File: src/assert_macros.svh
// Assertion macros for the files that check their own logic.
`ifndef ASSERT_MACROS_SVH
`define ASSERT_MACROS_SVH

// Checked on every rising edge while the block is out of reset.
`define BXD_ASSERT(label, clk, rst_n, prop, msg) \
    label: assert property (@(posedge clk) disable iff (!(rst_n)) prop) else $error(msg);

// Checked on every rising edge, reset included.
`define BXD_ASSERT_ALWAYS(label, clk, prop, msg) \
    label: assert property (@(posedge clk) prop) else $error(msg);

`endif

File: src/bxd_pkg.sv
// Types, constants and helper functions of the box average downscaler.
`default_nettype none

package bxd_pkg;

    // Limits of the tile geometry.
    localparam int MAX_TILE_COLS = 64;
    localparam int MAX_TILE_W    = 64;
    localparam int MAX_TILE_H    = 64;

    // Field and register widths.
    localparam int PIX_W     = 8;
    localparam int CFG_W     = 7;
    localparam int CFG_IDX_W = 2;
    localparam int COL_W     = $clog2(MAX_TILE_COLS);
    localparam int CNT_W     = 6;
    localparam int AREA_W    = $clog2(MAX_TILE_W * MAX_TILE_H + 1);
    localparam int SUM_W     = 20;
    localparam int DIV_CNT_W = $clog2(SUM_W);

    // Pixel value limits after clamping.
    localparam logic [PIX_W-1:0] PIX_MAX = 8'd255;
    localparam logic [PIX_W-1:0] PIX_HI  = 8'd254;
    localparam logic [PIX_W-1:0] PIX_LO  = 8'd1;

    // Configuration register indexes.
    localparam logic [CFG_IDX_W-1:0] CFG_OUT_COLS = 2'd0;
    localparam logic [CFG_IDX_W-1:0] CFG_BLOCK_W  = 2'd1;
    localparam logic [CFG_IDX_W-1:0] CFG_BLOCK_H  = 2'd2;

    // Configuration reset values.
    localparam logic [CFG_W-1:0] RST_OUT_COLS = 7'd16;
    localparam logic [CFG_W-1:0] RST_BLOCK_W  = 7'd1;
    localparam logic [CFG_W-1:0] RST_BLOCK_H  = 7'd1;

    // Depth of the queue between front and back.
    localparam int Q_DEPTH = 4;
    localparam int Q_AW    = $clog2(Q_DEPTH);

    // One classified pixel on its way to the accumulators.
    typedef struct packed {
        logic [COL_W-1:0]  idx;
        logic [PIX_W-1:0]  red;
        logic [PIX_W-1:0]  green;
        logic [PIX_W-1:0]  blue;
        logic              emit;
        logic              row_end;
        logic [AREA_W-1:0] area;
    } t_task;

    typedef struct packed {
        logic full;
        logic empty;
    } t_q_status;

    typedef enum logic [2:0] {
        S_IDLE,
        S_RD,
        S_UPD,
        S_DIV,
        S_PUSH
    } t_back_state;

    // Zero becomes one and full scale becomes one below it.
    function automatic logic [PIX_W-1:0] clamp_channel(input logic [PIX_W-1:0] v);
        logic [PIX_W-1:0] c;
        c = v;
        if (v == PIX_MAX) begin
            c = PIX_HI;
        end else if (v == '0) begin
            c = PIX_LO;
        end
        return c;
    endfunction

    // A zero register counts as one, a value above the maximum as the maximum.
    function automatic logic [CFG_W-1:0] limit_of(input logic [CFG_W-1:0] v,
                                                 input logic [CFG_W-1:0] maxv);
        logic [CFG_W-1:0] l;
        l = v;
        if (v == '0) begin
            l = CFG_W'(1);
        end else if (v > maxv) begin
            l = maxv;
        end
        return l;
    endfunction

endpackage

`default_nettype wire

File: src/bxd_ifs.sv
// Valid/ready channel interfaces for source pixels and tile averages.
`default_nettype none

interface bxd_pix_if
    import bxd_pkg::*;
();
    logic             valid;
    logic             ready;
    logic [PIX_W-1:0] red_in;
    logic [PIX_W-1:0] green_in;
    logic [PIX_W-1:0] blue_in;

    modport source (output valid, output red_in, output green_in, output blue_in,
                    input ready);
    modport sink (input valid, input red_in, input green_in, input blue_in,
                  output ready);
endinterface

interface bxd_tile_if
    import bxd_pkg::*;
();
    logic             valid;
    logic             ready;
    logic [PIX_W-1:0] red_avg;
    logic [PIX_W-1:0] green_avg;
    logic [PIX_W-1:0] blue_avg;
    logic             row_end;

    modport source (output valid, output red_avg, output green_avg, output blue_avg,
                    output row_end, input ready);
    modport sink (input valid, input red_avg, input green_avg, input blue_avg,
                  input row_end, output ready);
endinterface

`default_nettype wire

File: src/box_average_downscaler.sv
// Top level of the box average downscaler: front end, queue and back end.
//
// Usage: source RGB pixels enter in raster order on i_pix, one per beat. Each
// channel is clamped to 1..254 and summed into a per-column accumulator for
// the tile it belongs to. When the last pixel of a block_w by block_h tile
// arrives, one beat leaves on o_tile with the three truncated averages and
// row_end set on the last tile of the output row. The source row must be
// out_cols * block_w pixels wide. Registers are written through i_cfg_we,
// i_cfg_idx and i_cfg_data; the user must write them only while no pixel is
// in flight, and the block itself does not enforce it. The back end takes
// each pixel through queue pop, accumulator read and accumulator write; a
// pixel that completes a tile adds the bit-serial divider and the loading
// of the result register. A four-beat queue lets the front keep accepting
// meanwhile. Reset clears counters, queue, accumulators (through per-column
// valid bits) and the result valid flag, and restores out_cols 16,
// block_w 1, block_h 1. When the receiver stalls, the result is held in
// the output register, the back end waits with the next result, and
// i_pix.ready falls once the queue is full.
`default_nettype none
`include "assert_macros.svh"

module box_average_downscaler
    import bxd_pkg::*;
(
    input  wire                  i_clk,
    input  wire                  i_rst_n,
    bxd_pix_if.sink              i_pix,
    bxd_tile_if.source           o_tile,
    input  wire                  i_cfg_we,
    input  wire [CFG_IDX_W-1:0]  i_cfg_idx,
    input  wire [CFG_W-1:0]      i_cfg_data
);

    // Queue traffic between the front end and the back end.
    logic      q_push;
    logic      q_pop;
    t_task     q_in;
    t_task     q_out;
    t_q_status q_stat;

    // The front end tracks tile position and decides which pixel closes a tile.
    bxd_front u_front (
        .i_clk      (i_clk),
        .i_rst_n    (i_rst_n),
        .i_pix      (i_pix),
        .i_cfg_we   (i_cfg_we),
        .i_cfg_idx  (i_cfg_idx),
        .i_cfg_data (i_cfg_data),
        .i_q_stat   (q_stat),
        .o_push     (q_push),
        .o_task     (q_in)
    );

    bxd_fifo u_fifo (
        .i_clk   (i_clk),
        .i_rst_n (i_rst_n),
        .i_push  (q_push),
        .i_task  (q_in),
        .i_pop   (q_pop),
        .o_task  (q_out),
        .o_stat  (q_stat)
    );

    // The back end accumulates and divides, one queued pixel at a time.
    bxd_back u_back (
        .i_clk    (i_clk),
        .i_rst_n  (i_rst_n),
        .i_q_stat (q_stat),
        .i_task   (q_out),
        .o_pop    (q_pop),
        .o_tile   (o_tile)
    );

    // The queue is never written when full nor read when empty.
    `BXD_ASSERT(a_q_no_overflow, i_clk, i_rst_n, q_push |-> !q_stat.full, "queue overflow")
    `BXD_ASSERT(a_q_no_underflow, i_clk, i_rst_n, q_pop |-> !q_stat.empty, "queue underflow")
    // In the cycle after one with reset asserted, nothing is queued and no result is pending.
    `BXD_ASSERT_ALWAYS(a_reset_clean, i_clk,
        !i_rst_n |=> (q_stat.empty && !o_tile.valid), "state left after reset")

endmodule

`default_nettype wire

File: src/bxd_fifo.sv
// Short queue of classified pixels between the front and the back.
`default_nettype none

module bxd_fifo
    import bxd_pkg::*;
(
    input  wire        i_clk,
    input  wire        i_rst_n,
    input  wire        i_push,
    input  wire t_task i_task,
    input  wire        i_pop,
    output t_task      o_task,
    output t_q_status  o_stat
);

    t_task             r_mem [Q_DEPTH];
    logic [Q_AW-1:0]   r_wr;
    logic [Q_AW-1:0]   r_rd;
    logic [Q_AW:0]     r_cnt;
    logic [Q_AW-1:0]   n_wr;
    logic [Q_AW-1:0]   n_rd;
    logic [Q_AW:0]     n_cnt;

    always_comb begin
        n_wr  = r_wr;
        n_rd  = r_rd;
        n_cnt = r_cnt;
        if (i_push) begin
            n_wr = r_wr + Q_AW'(1);
        end
        if (i_pop) begin
            n_rd = r_rd + Q_AW'(1);
        end
        if (i_push && !i_pop) begin
            n_cnt = r_cnt + (Q_AW+1)'(1);
        end else if (!i_push && i_pop) begin
            n_cnt = r_cnt - (Q_AW+1)'(1);
        end
    end

    always_ff @(posedge i_clk) begin
        if (!i_rst_n) begin
            r_wr  <= '0;
            r_rd  <= '0;
            r_cnt <= '0;
        end else begin
            r_wr  <= n_wr;
            r_rd  <= n_rd;
            r_cnt <= n_cnt;
        end
    end

    always_ff @(posedge i_clk) begin
        if (i_push) begin
            r_mem[r_wr] <= i_task;
        end
    end

    assign o_task       = r_mem[r_rd];
    assign o_stat.full  = (r_cnt == (Q_AW+1)'(Q_DEPTH));
    assign o_stat.empty = (r_cnt == '0);

endmodule

`default_nettype wire

File: src/bxd_front.sv
// Front end: configuration registers, pixel acceptance, tile position tracking.
`default_nettype none

module bxd_front
    import bxd_pkg::*;
(
    input  wire                  i_clk,
    input  wire                  i_rst_n,
    bxd_pix_if.sink              i_pix,
    input  wire                  i_cfg_we,
    input  wire [CFG_IDX_W-1:0]  i_cfg_idx,
    input  wire [CFG_W-1:0]      i_cfg_data,
    input  wire t_q_status       i_q_stat,
    output logic                 o_push,
    output t_task                o_task
);

    logic [CFG_W-1:0]   r_out_cols;
    logic [CFG_W-1:0]   r_block_w;
    logic [CFG_W-1:0]   r_block_h;
    logic [CNT_W-1:0]   r_col_in_tile;
    logic [COL_W-1:0]   r_tile_col;
    logic [CNT_W-1:0]   r_row_in_tile;
    logic [CNT_W-1:0]   n_col_in_tile;
    logic [COL_W-1:0]   n_tile_col;
    logic [CNT_W-1:0]   n_row_in_tile;

    logic [CFG_W-1:0]   lim_oc;
    logic [CFG_W-1:0]   lim_bw;
    logic [CFG_W-1:0]   lim_bh;
    logic [2*CFG_W-1:0] area_full;
    logic               last_col;
    logic               last_row;
    logic               last_tile;

    always_ff @(posedge i_clk) begin
        if (!i_rst_n) begin
            r_out_cols <= RST_OUT_COLS;
            r_block_w  <= RST_BLOCK_W;
            r_block_h  <= RST_BLOCK_H;
        end else if (i_cfg_we) begin
            unique case (i_cfg_idx)
                CFG_OUT_COLS: r_out_cols <= i_cfg_data;
                CFG_BLOCK_W:  r_block_w  <= i_cfg_data;
                CFG_BLOCK_H:  r_block_h  <= i_cfg_data;
                default: ;
            endcase
        end
    end

    assign lim_oc    = limit_of(r_out_cols, CFG_W'(MAX_TILE_COLS));
    assign lim_bw    = limit_of(r_block_w, CFG_W'(MAX_TILE_W));
    assign lim_bh    = limit_of(r_block_h, CFG_W'(MAX_TILE_H));
    assign area_full = lim_bw * lim_bh;

    // A counter at or beyond its limit counts as being at its last position.
    assign last_col  = ({1'b0, r_col_in_tile} + CFG_W'(1)) >= lim_bw;
    assign last_row  = ({1'b0, r_row_in_tile} + CFG_W'(1)) >= lim_bh;
    assign last_tile = ({1'b0, r_tile_col} + CFG_W'(1)) >= lim_oc;

    assign i_pix.ready = !i_q_stat.full;
    assign o_push      = i_pix.valid && i_pix.ready;

    assign o_task.idx     = r_tile_col;
    assign o_task.red     = clamp_channel(i_pix.red_in);
    assign o_task.green   = clamp_channel(i_pix.green_in);
    assign o_task.blue    = clamp_channel(i_pix.blue_in);
    assign o_task.emit    = last_col && last_row;
    assign o_task.row_end = last_tile;
    assign o_task.area    = AREA_W'(area_full);

    always_comb begin
        n_col_in_tile = r_col_in_tile + CNT_W'(1);
        n_tile_col    = r_tile_col;
        n_row_in_tile = r_row_in_tile;
        if (last_col) begin
            n_col_in_tile = '0;
            if (last_tile) begin
                n_tile_col    = '0;
                n_row_in_tile = last_row ? '0 : r_row_in_tile + CNT_W'(1);
            end else begin
                n_tile_col = r_tile_col + COL_W'(1);
            end
        end
    end

    always_ff @(posedge i_clk) begin
        if (!i_rst_n) begin
            r_col_in_tile <= '0;
            r_tile_col    <= '0;
            r_row_in_tile <= '0;
        end else if (o_push) begin
            r_col_in_tile <= n_col_in_tile;
            r_tile_col    <= n_tile_col;
            r_row_in_tile <= n_row_in_tile;
        end
    end

endmodule

`default_nettype wire

File: src/bxd_back.sv
// Back end: column accumulators, iterative averaging divider, result register.
`default_nettype none

module bxd_back
    import bxd_pkg::*;
(
    input  wire            i_clk,
    input  wire            i_rst_n,
    input  wire t_q_status i_q_stat,
    input  wire t_task     i_task,
    output logic           o_pop,
    bxd_tile_if.source     o_tile
);

    t_back_state          r_state;
    t_back_state          n_state;
    t_task                r_item;

    // Accumulators: red in the low third, green in the middle, blue on top.
    logic [3*SUM_W-1:0]   r_acc [MAX_TILE_COLS];
    logic [MAX_TILE_COLS-1:0] r_vld;
    logic [3*SUM_W-1:0]   r_rd_data;
    logic                 r_rd_vld;

    logic [SUM_W-1:0]     r_quo [3];
    logic [AREA_W-1:0]    r_rem [3];
    logic [DIV_CNT_W-1:0] r_step;

    logic                 r_out_valid;
    logic [PIX_W-1:0]     r_out_avg [3];
    logic                 r_out_row_end;

    logic                 rd_en;
    logic                 upd;
    logic                 div_run;
    logic                 out_load;
    logic                 out_free;
    logic [3*SUM_W-1:0]   base;
    logic [SUM_W-1:0]     new_sum [3];
    logic [PIX_W-1:0]     chan [3];
    logic [AREA_W:0]      trial [3];
    logic [SUM_W-1:0]     n_quo [3];
    logic [AREA_W-1:0]    n_rem [3];
    logic [PIX_W-1:0]     avg [3];

    assign out_free = !r_out_valid || o_tile.ready;

    always_comb begin
        n_state = r_state;
        unique case (r_state)
            S_IDLE: if (!i_q_stat.empty) n_state = S_RD;
            S_RD:   n_state = S_UPD;
            S_UPD:  n_state = r_item.emit ? S_DIV : S_IDLE;
            S_DIV:  if (r_step == DIV_CNT_W'(SUM_W - 1)) n_state = S_PUSH;
            S_PUSH: if (out_free) n_state = S_IDLE;
            default: n_state = S_IDLE;
        endcase
    end

    always_comb begin
        o_pop    = 1'b0;
        rd_en    = 1'b0;
        upd      = 1'b0;
        div_run  = 1'b0;
        out_load = 1'b0;
        unique case (r_state)
            S_IDLE: o_pop    = !i_q_stat.empty;
            S_RD:   rd_en    = 1'b1;
            S_UPD:  upd      = 1'b1;
            S_DIV:  div_run  = 1'b1;
            S_PUSH: out_load = out_free;
            default: ;
        endcase
    end

    always_ff @(posedge i_clk) begin
        if (!i_rst_n) begin
            r_state <= S_IDLE;
        end else begin
            r_state <= n_state;
        end
    end

    always_ff @(posedge i_clk) begin
        if (o_pop) begin
            r_item <= i_task;
        end
    end

    // An entry without its valid bit has not been written since reset or
    // since its tile completed, and reads as zero.
    always_ff @(posedge i_clk) begin
        if (!i_rst_n) begin
            r_vld <= '0;
        end else if (upd) begin
            r_vld[r_item.idx] <= !r_item.emit;
        end
    end

    always_ff @(posedge i_clk) begin
        if (rd_en) begin
            r_rd_data <= r_acc[r_item.idx];
            r_rd_vld  <= r_vld[r_item.idx];
        end
        if (upd && !r_item.emit) begin
            r_acc[r_item.idx] <= {new_sum[2], new_sum[1], new_sum[0]};
        end
    end

    assign base    = r_rd_vld ? r_rd_data : '0;
    assign chan[0] = r_item.red;
    assign chan[1] = r_item.green;
    assign chan[2] = r_item.blue;

    always_comb begin
        for (int c = 0; c < 3; c++) begin
            new_sum[c] = base[c*SUM_W +: SUM_W] + SUM_W'(chan[c]);
        end
    end

    // Restoring division, one quotient bit per channel and cycle.
    always_comb begin
        for (int c = 0; c < 3; c++) begin
            trial[c] = {r_rem[c], r_quo[c][SUM_W-1]};
            if (trial[c] >= {1'b0, r_item.area}) begin
                n_rem[c] = AREA_W'(trial[c] - {1'b0, r_item.area});
                n_quo[c] = {r_quo[c][SUM_W-2:0], 1'b1};
            end else begin
                n_rem[c] = trial[c][AREA_W-1:0];
                n_quo[c] = {r_quo[c][SUM_W-2:0], 1'b0};
            end
            avg[c] = (|r_quo[c][SUM_W-1:PIX_W]) ? PIX_MAX : r_quo[c][PIX_W-1:0];
        end
    end

    always_ff @(posedge i_clk) begin
        if (upd) begin
            r_step <= '0;
            for (int c = 0; c < 3; c++) begin
                r_quo[c] <= new_sum[c];
                r_rem[c] <= '0;
            end
        end else if (div_run) begin
            r_step <= r_step + DIV_CNT_W'(1);
            for (int c = 0; c < 3; c++) begin
                r_quo[c] <= n_quo[c];
                r_rem[c] <= n_rem[c];
            end
        end
    end

    always_ff @(posedge i_clk) begin
        if (!i_rst_n) begin
            r_out_valid <= 1'b0;
        end else if (out_load) begin
            r_out_valid <= 1'b1;
        end else if (o_tile.ready) begin
            r_out_valid <= 1'b0;
        end
    end

    always_ff @(posedge i_clk) begin
        if (out_load) begin
            r_out_row_end <= r_item.row_end;
            for (int c = 0; c < 3; c++) begin
                r_out_avg[c] <= avg[c];
            end
        end
    end

    assign o_tile.valid     = r_out_valid;
    assign o_tile.red_avg   = r_out_avg[0];
    assign o_tile.green_avg = r_out_avg[1];
    assign o_tile.blue_avg  = r_out_avg[2];
    assign o_tile.row_end   = r_out_row_end;

endmodule

`default_nettype wire
File: src/flat_wrapper.sv
// flat-port wrapper written by rule: the top's interface ports become plain ports
module box_average_downscaler_flat import bxd_pkg::*;
  (i_clk, i_rst_n, i_cfg_we, i_cfg_idx, i_cfg_data, i_pix_valid, i_pix_red_in, i_pix_green_in, i_pix_blue_in, i_pix_ready, o_tile_valid, o_tile_red_avg, o_tile_green_avg, o_tile_blue_avg, o_tile_row_end, o_tile_ready);
  bxd_pix_if i_pix_i ();
  bxd_tile_if o_tile_i ();
  input  wire i_clk;
  input  wire i_rst_n;
  input  wire i_cfg_we;
  input  wire [CFG_IDX_W-1:0] i_cfg_idx;
  input  wire [CFG_W-1:0] i_cfg_data;
  input wire logic [$bits(i_pix_i.valid)-1:0] i_pix_valid;
  input wire logic [$bits(i_pix_i.red_in)-1:0] i_pix_red_in;
  input wire logic [$bits(i_pix_i.green_in)-1:0] i_pix_green_in;
  input wire logic [$bits(i_pix_i.blue_in)-1:0] i_pix_blue_in;
  output wire logic [$bits(i_pix_i.ready)-1:0] i_pix_ready;
  output wire logic [$bits(o_tile_i.valid)-1:0] o_tile_valid;
  output wire logic [$bits(o_tile_i.red_avg)-1:0] o_tile_red_avg;
  output wire logic [$bits(o_tile_i.green_avg)-1:0] o_tile_green_avg;
  output wire logic [$bits(o_tile_i.blue_avg)-1:0] o_tile_blue_avg;
  output wire logic [$bits(o_tile_i.row_end)-1:0] o_tile_row_end;
  input wire logic [$bits(o_tile_i.ready)-1:0] o_tile_ready;
  assign i_pix_i.valid = i_pix_valid;
  assign i_pix_i.red_in = i_pix_red_in;
  assign i_pix_i.green_in = i_pix_green_in;
  assign i_pix_i.blue_in = i_pix_blue_in;
  assign i_pix_ready = i_pix_i.ready;
  assign o_tile_valid = o_tile_i.valid;
  assign o_tile_red_avg = o_tile_i.red_avg;
  assign o_tile_green_avg = o_tile_i.green_avg;
  assign o_tile_blue_avg = o_tile_i.blue_avg;
  assign o_tile_row_end = o_tile_i.row_end;
  assign o_tile_i.ready = o_tile_ready;
  box_average_downscaler u_core (.i_clk(i_clk), .i_rst_n(i_rst_n), .i_pix(i_pix_i), .o_tile(o_tile_i), .i_cfg_we(i_cfg_we), .i_cfg_idx(i_cfg_idx), .i_cfg_data(i_cfg_data));
endmodule
File: config.mk
export PLATFORM = sky130hd
export DESIGN_NAME = box_average_downscaler_flat
export DESIGN_NICKNAME = d
export VERILOG_FILES = /design/src/bxd_pkg.sv /design/src/bxd_ifs.sv /design/src/box_average_downscaler.sv /design/src/bxd_fifo.sv /design/src/bxd_front.sv /design/src/bxd_back.sv /design/src/flat_wrapper.sv
export VERILOG_INCLUDE_DIRS = /design/src /design/src/src
export SDC_FILE = /design/constraint.sdc
export NUM_CORES = 2
export LEC_CHECK = 0
export BUFFER_PORTS_ARGS = -buffer_cell sky130_fd_sc_hd__buf_2
export CAP_MARGIN = 40
export CORE_MARGIN = 1
export CORE_UTILIZATION = 30
export CTS_BUF_LIST = sky130_fd_sc_hd__clkbuf_4
export DETAILED_ROUTE_END_ITERATION = 16
export SETUP_SLACK_MARGIN = 0.2
export SYNTH_ARGS = -nofsm -noshare
export SYNTH_HDL_FRONTEND = slang
export SYNTH_MEMORY_MAX_BITS = 65536
export SYNTH_SLANG_ARGS = --single-unit
export TNS_END_PERCENT = 20
File: constraint.sdc
create_clock -name i_clk -period 9 [get_ports i_clk]
set_clock_uncertainty 0.2 [all_clocks]
set_input_delay 2.7 -clock i_clk [delete_from_list [all_inputs] [get_ports i_clk]]
set_output_delay 2.7 -clock i_clk [all_outputs]
set_load 0.01 [all_outputs]
==> flow_summary.ini <==
[cts]
cts-root-buf = clkbuf_4
clockBufferDepth = 5
cts_made_buffers = 1192
cts_resized = 0
cts_setup_buffers = 0
h-tree-depth = 7
clkSinkCount = 4369
path_clk_slew_ns = 0.06
cts_tree = yes
hold_buffers = 0
clk_latency_ns = 1.78

[routing]
ant_nets = 0
vias = 109199
routedWlPerCell_um = 31.3
viasPerCell = 5.65
first_pass_iters = 8
drc = 0
wl_mm = 605
drt-initial-drc-count = 17106

[synthesis]
synth_edf_count = 4250
synth-main-ff-cell = edfxtp_1
ys_seq_elements = 4369
yosysWarningCount = 0
yosysTopAreaCellShare_pct = 73.9
synth.distinct_cells = 76
synthesis.area_um2 = 173000
synthesis.nets = 10247
syn_inst = 10056
synthTopCellsByArea = edfxtp_1 (74%), mux4_2 (3.8%), mux2i_1 (2.9%)
ys_seq_area_share_pct = 75.2
synth_top_cell_by_area = edfxtp_1
postSynthAreaPerCell_um2 = 17.2
async_flop_share_pct = 0

[worst_hold_path]
min_to = u_core.u_back.o_tile.row_end$_DFFE_PP_
holdPathStages = 0
hp-start = u_core.u_back.r_item[13]$_DFFE_PP_
hold_class = flip-flop to flip-flop

[setup_path]
max_stage_delay_ns = 0.42
slowest_stage = dfxtp_1
critPathCaptureType = primary output
critPathBufInv = 1
path_delay_family = flip-flops
path_max_fanout = 6
rrSetupSlack_ns = 3.72
critical_path_class = flip-flop to primary output
rr_endpoint = u_core.u_fifo.r_mem[2][12]$_DFFE_PP_
crit_chain = nor2_1, nand2_1, buf_2
ff2ff_path_depth = 18
cp-start-kind = flip-flop
rr_startpoint = u_core.u_front.r_block_h[6]$_SDFFE_PN0P_
crit_required_ns = 6.10
worstPathArrival_ns = 2.45

[pwr]
intPower_mw = 44.3
p_switching_mw = 27.2
power.leakage_nw = 64.9
ir_drop_mv = 0.513
pwr-share-clk_pct = 23.7
seqPwrFrac_pct = 40.8
power_density_nw_per_um2 = 359
pwr-share-comb_pct = 35.5
p_sw_share_pct = 38.0

[sta]
fmax_ghz = 0.187
fin_crit_sh_pct = 59.4
hold_violations = 0
min_period_ns = 5.35
rsz0062_at_grt = no
relSlewSlack_pct = 31.1
setup_viol = 0
tns_ns = 0
tightest_slew_ns = 1.03
report.final.slew_viol_count = 0

[outcome]
status = complete, no violations

[layout]
seq_area_um2 = 130000
area_growth_pct = 15.1
nets = 11245
fin_util_pct = 34.7
final.fill_count = 54299
multiInputGateArea_um2 = 40200
layout-drive-gt1-share_pct = 25.6

[die]
dieArea_um2 = 579000
die_x_um = 761
start_util_pct = 30.1
rows = 278
core_area_um2 = 574000
die_h_um = 761
pin_count = 65

[grt]
grt_pass1_vias = 104666
grt_max_degree = 112
track_usage_pct = 20.2
antenna_found_initial = 31
grt_pass1_wl_mm = 823
grt.overflow.total = 0

[placed_design]
port_buffers = 64
routabilityCongestion = 0.854
detailed_place_hpwl_mm = 323

[flow_run]
maxCapViolCount = 0
[cell type report]
type                            count  area share (%)
Sequential cell                  4369            65.4
Inverter                          101           0.199
Antenna cell                       28          0.0352
Tap cell                         7560            4.76
Clock inverter                    207           0.586
Multi-Input combinational cell   4899            20.2
Clock buffer                     1686            6.36
Timing Repair Buffer              491            2.48
[power by group through the flow]
stage / logic (mW) / registers, mW / clock network, mW
after floorplan: 14.3 / 29.5 / 0
after global placement: 24.1 / 29.6 / 0
after detailed placement: 24.7 / 29.5 / 0
after CTS: 24.8 / 29.1 / 17.1
after global routing: 26.3 / 29.2 / 18.2
final: 25.4 / 29.2 / 16.9
[layer usage]
metal | wire length [µm] | vias up | share of wire (%) | track usage, %
met5 | 51 | - | 0.0084 | 0
met4 | 28400 | 6 | 4.7 | 9.32
met3 | 79200 | 1440 | 13 | 5.98
met2 | 271000 | 8228 | 45 | 30.8
met1 | 226000 | 56167 | 37 | 26.5
li1 | - | 43358 | - | -
[registers in the layout (all words and copies together) (netlist names), 21 cells and up]
register                 count
u_core.u_back.r_quo         60
u_core.u_back.r_out_avg     24
u_core.u_back.r_item        21
u_core.u_back.r_rd_data     60
u_core.u_fifo.r_mem        180
u_core.u_back.r_vld         64
u_core.u_back.chan          24
u_core.u_back.r_acc       3840
u_core.u_back.r_rem         39
[metrics by stage]
| step | area, µm² | power (mW) | setup slack, ns | std cells | hold WS, ns |
|---|---|---|---|---|---|
| after floorplan | 173000 | 43.8 | 2.01 | 10056 | 0.200 |
| after global placement | 183000 | 53.7 | 3.53 | 17342 | 0.257 |
| after detailed placement | 185000 | 54.3 | 3.67 | 17418 | 0.266 |
| after CTS | 199000 | 71.0 | 3.40 | 19311 | 0.279 |
| after global routing | 199000 | 73.6 | 3.31 | 19329 | 0.259 |
| final | 199000 | 71.4 | 3.65 | 19341 | 0.230 |
[worst max-delay path by stage]
stage / from / endpoint / slack (ns) / depth (start not counted)
5_1_grt: u_core.u_front.r_block_h[6]$_SDFFE_PN0P_ / u_core.u_fifo.r_mem[2][12]$_DFFE_PP_ / 3.31 / 18
3_3_place_gp: u_core.u_front.r_block_w[1]$_SDFFE_PN0P_ / u_core.u_fifo.r_mem[0][12]$_DFFE_PP_ / 3.53 / 19
2_1_floorplan: u_core.u_back.r_rd_vld$_DFFE_PP_ / u_core.u_back.r_acc[0][53]$_DFFE_PP_ / 2.01 / 11
6_report: u_core.u_fifo.r_cnt[1]$_SDFFE_PN0P_ / i_pix_ready / 3.65 / 3
4_1_cts: u_core.u_fifo.r_cnt[0]$_SDFFE_PN0P_ / i_pix_ready / 3.40 / 3
3_5_place_dp: u_core.u_front.r_block_h[6]$_SDFFE_PN0P_ / u_core.u_fifo.r_mem[2][12]$_DFFE_PP_ / 3.67 / 18
[cells in the final DEF, fill, tap and decap left out, types with 32 or more instances in the layout]
cell	count
buf_4	322
mux2i_1	498
a22oi_1	219
o22ai_1	185
a311oi_1	63
a221oi_1	495
buf_12	61
nand4_1	35
edfxtp_1	4250
o221ai_1	35
nand2_1	375
clkbuf_4	1686
xnor2_1	49
o211ai_1	33
nor2_1	508
ha_1	120
xor2_1	33
inv_1	94
buf_2	68
mux2_2	274
or4_1	32
a221o_1	57
nand3_1	48
dfxtp_1	117
a21oi_1	570
o21ai_0	321
mux4_2	289
nor2_4	68
clkinv_1	150
a22o_1	113
[synth_stat cells (16+ instances only)]
master,n
xor2_1,38
mux4_2,289
a31oi_1,16
o211ai_1,33
nor4_1,24
ha_1,123
a22oi_1,219
o221ai_1,35
a211oi_1,25
or4_1,32
nand3_1,49
xnor2_1,73
o22ai_1,185
edfxtp_1,4250
fa_1,30
buf_6,22
o31ai_1,17
a221oi_1,495
or3_1,25
nor2_1,577
nand2b_1,21
buf_4,75
clkbuf_1,270
buf_1,82
mux2i_1,498
and2_1,37
inv_1,96
mux2_2,274
buf_2,238
nor2b_1,22
nor3_1,49
nand2_1,378
a22o_1,113
a311oi_1,63
or2_2,30
nand4_1,35
a21oi_1,573
a21o_1,18
a221o_1,57
dfxtp_1,119
o21ai_0,323
[kinds of logic after synthesis]
| logic type | after synthesis | share of synthesized area (%) |
|---|---|---|
| flops | 4369 | 75.2 |
| buf+inv | 788 | 2.14 |
| mux | 1064 | 8.46 |
| simple gates | 1316 | 3.36 |
| xor+xnor | 111 | 0.563 |
| fa+ha+maj | 153 | 1.24 |
| compound gates | 2255 | 9.00 |
No activity file was read; power rests on OpenSTA's default activity.
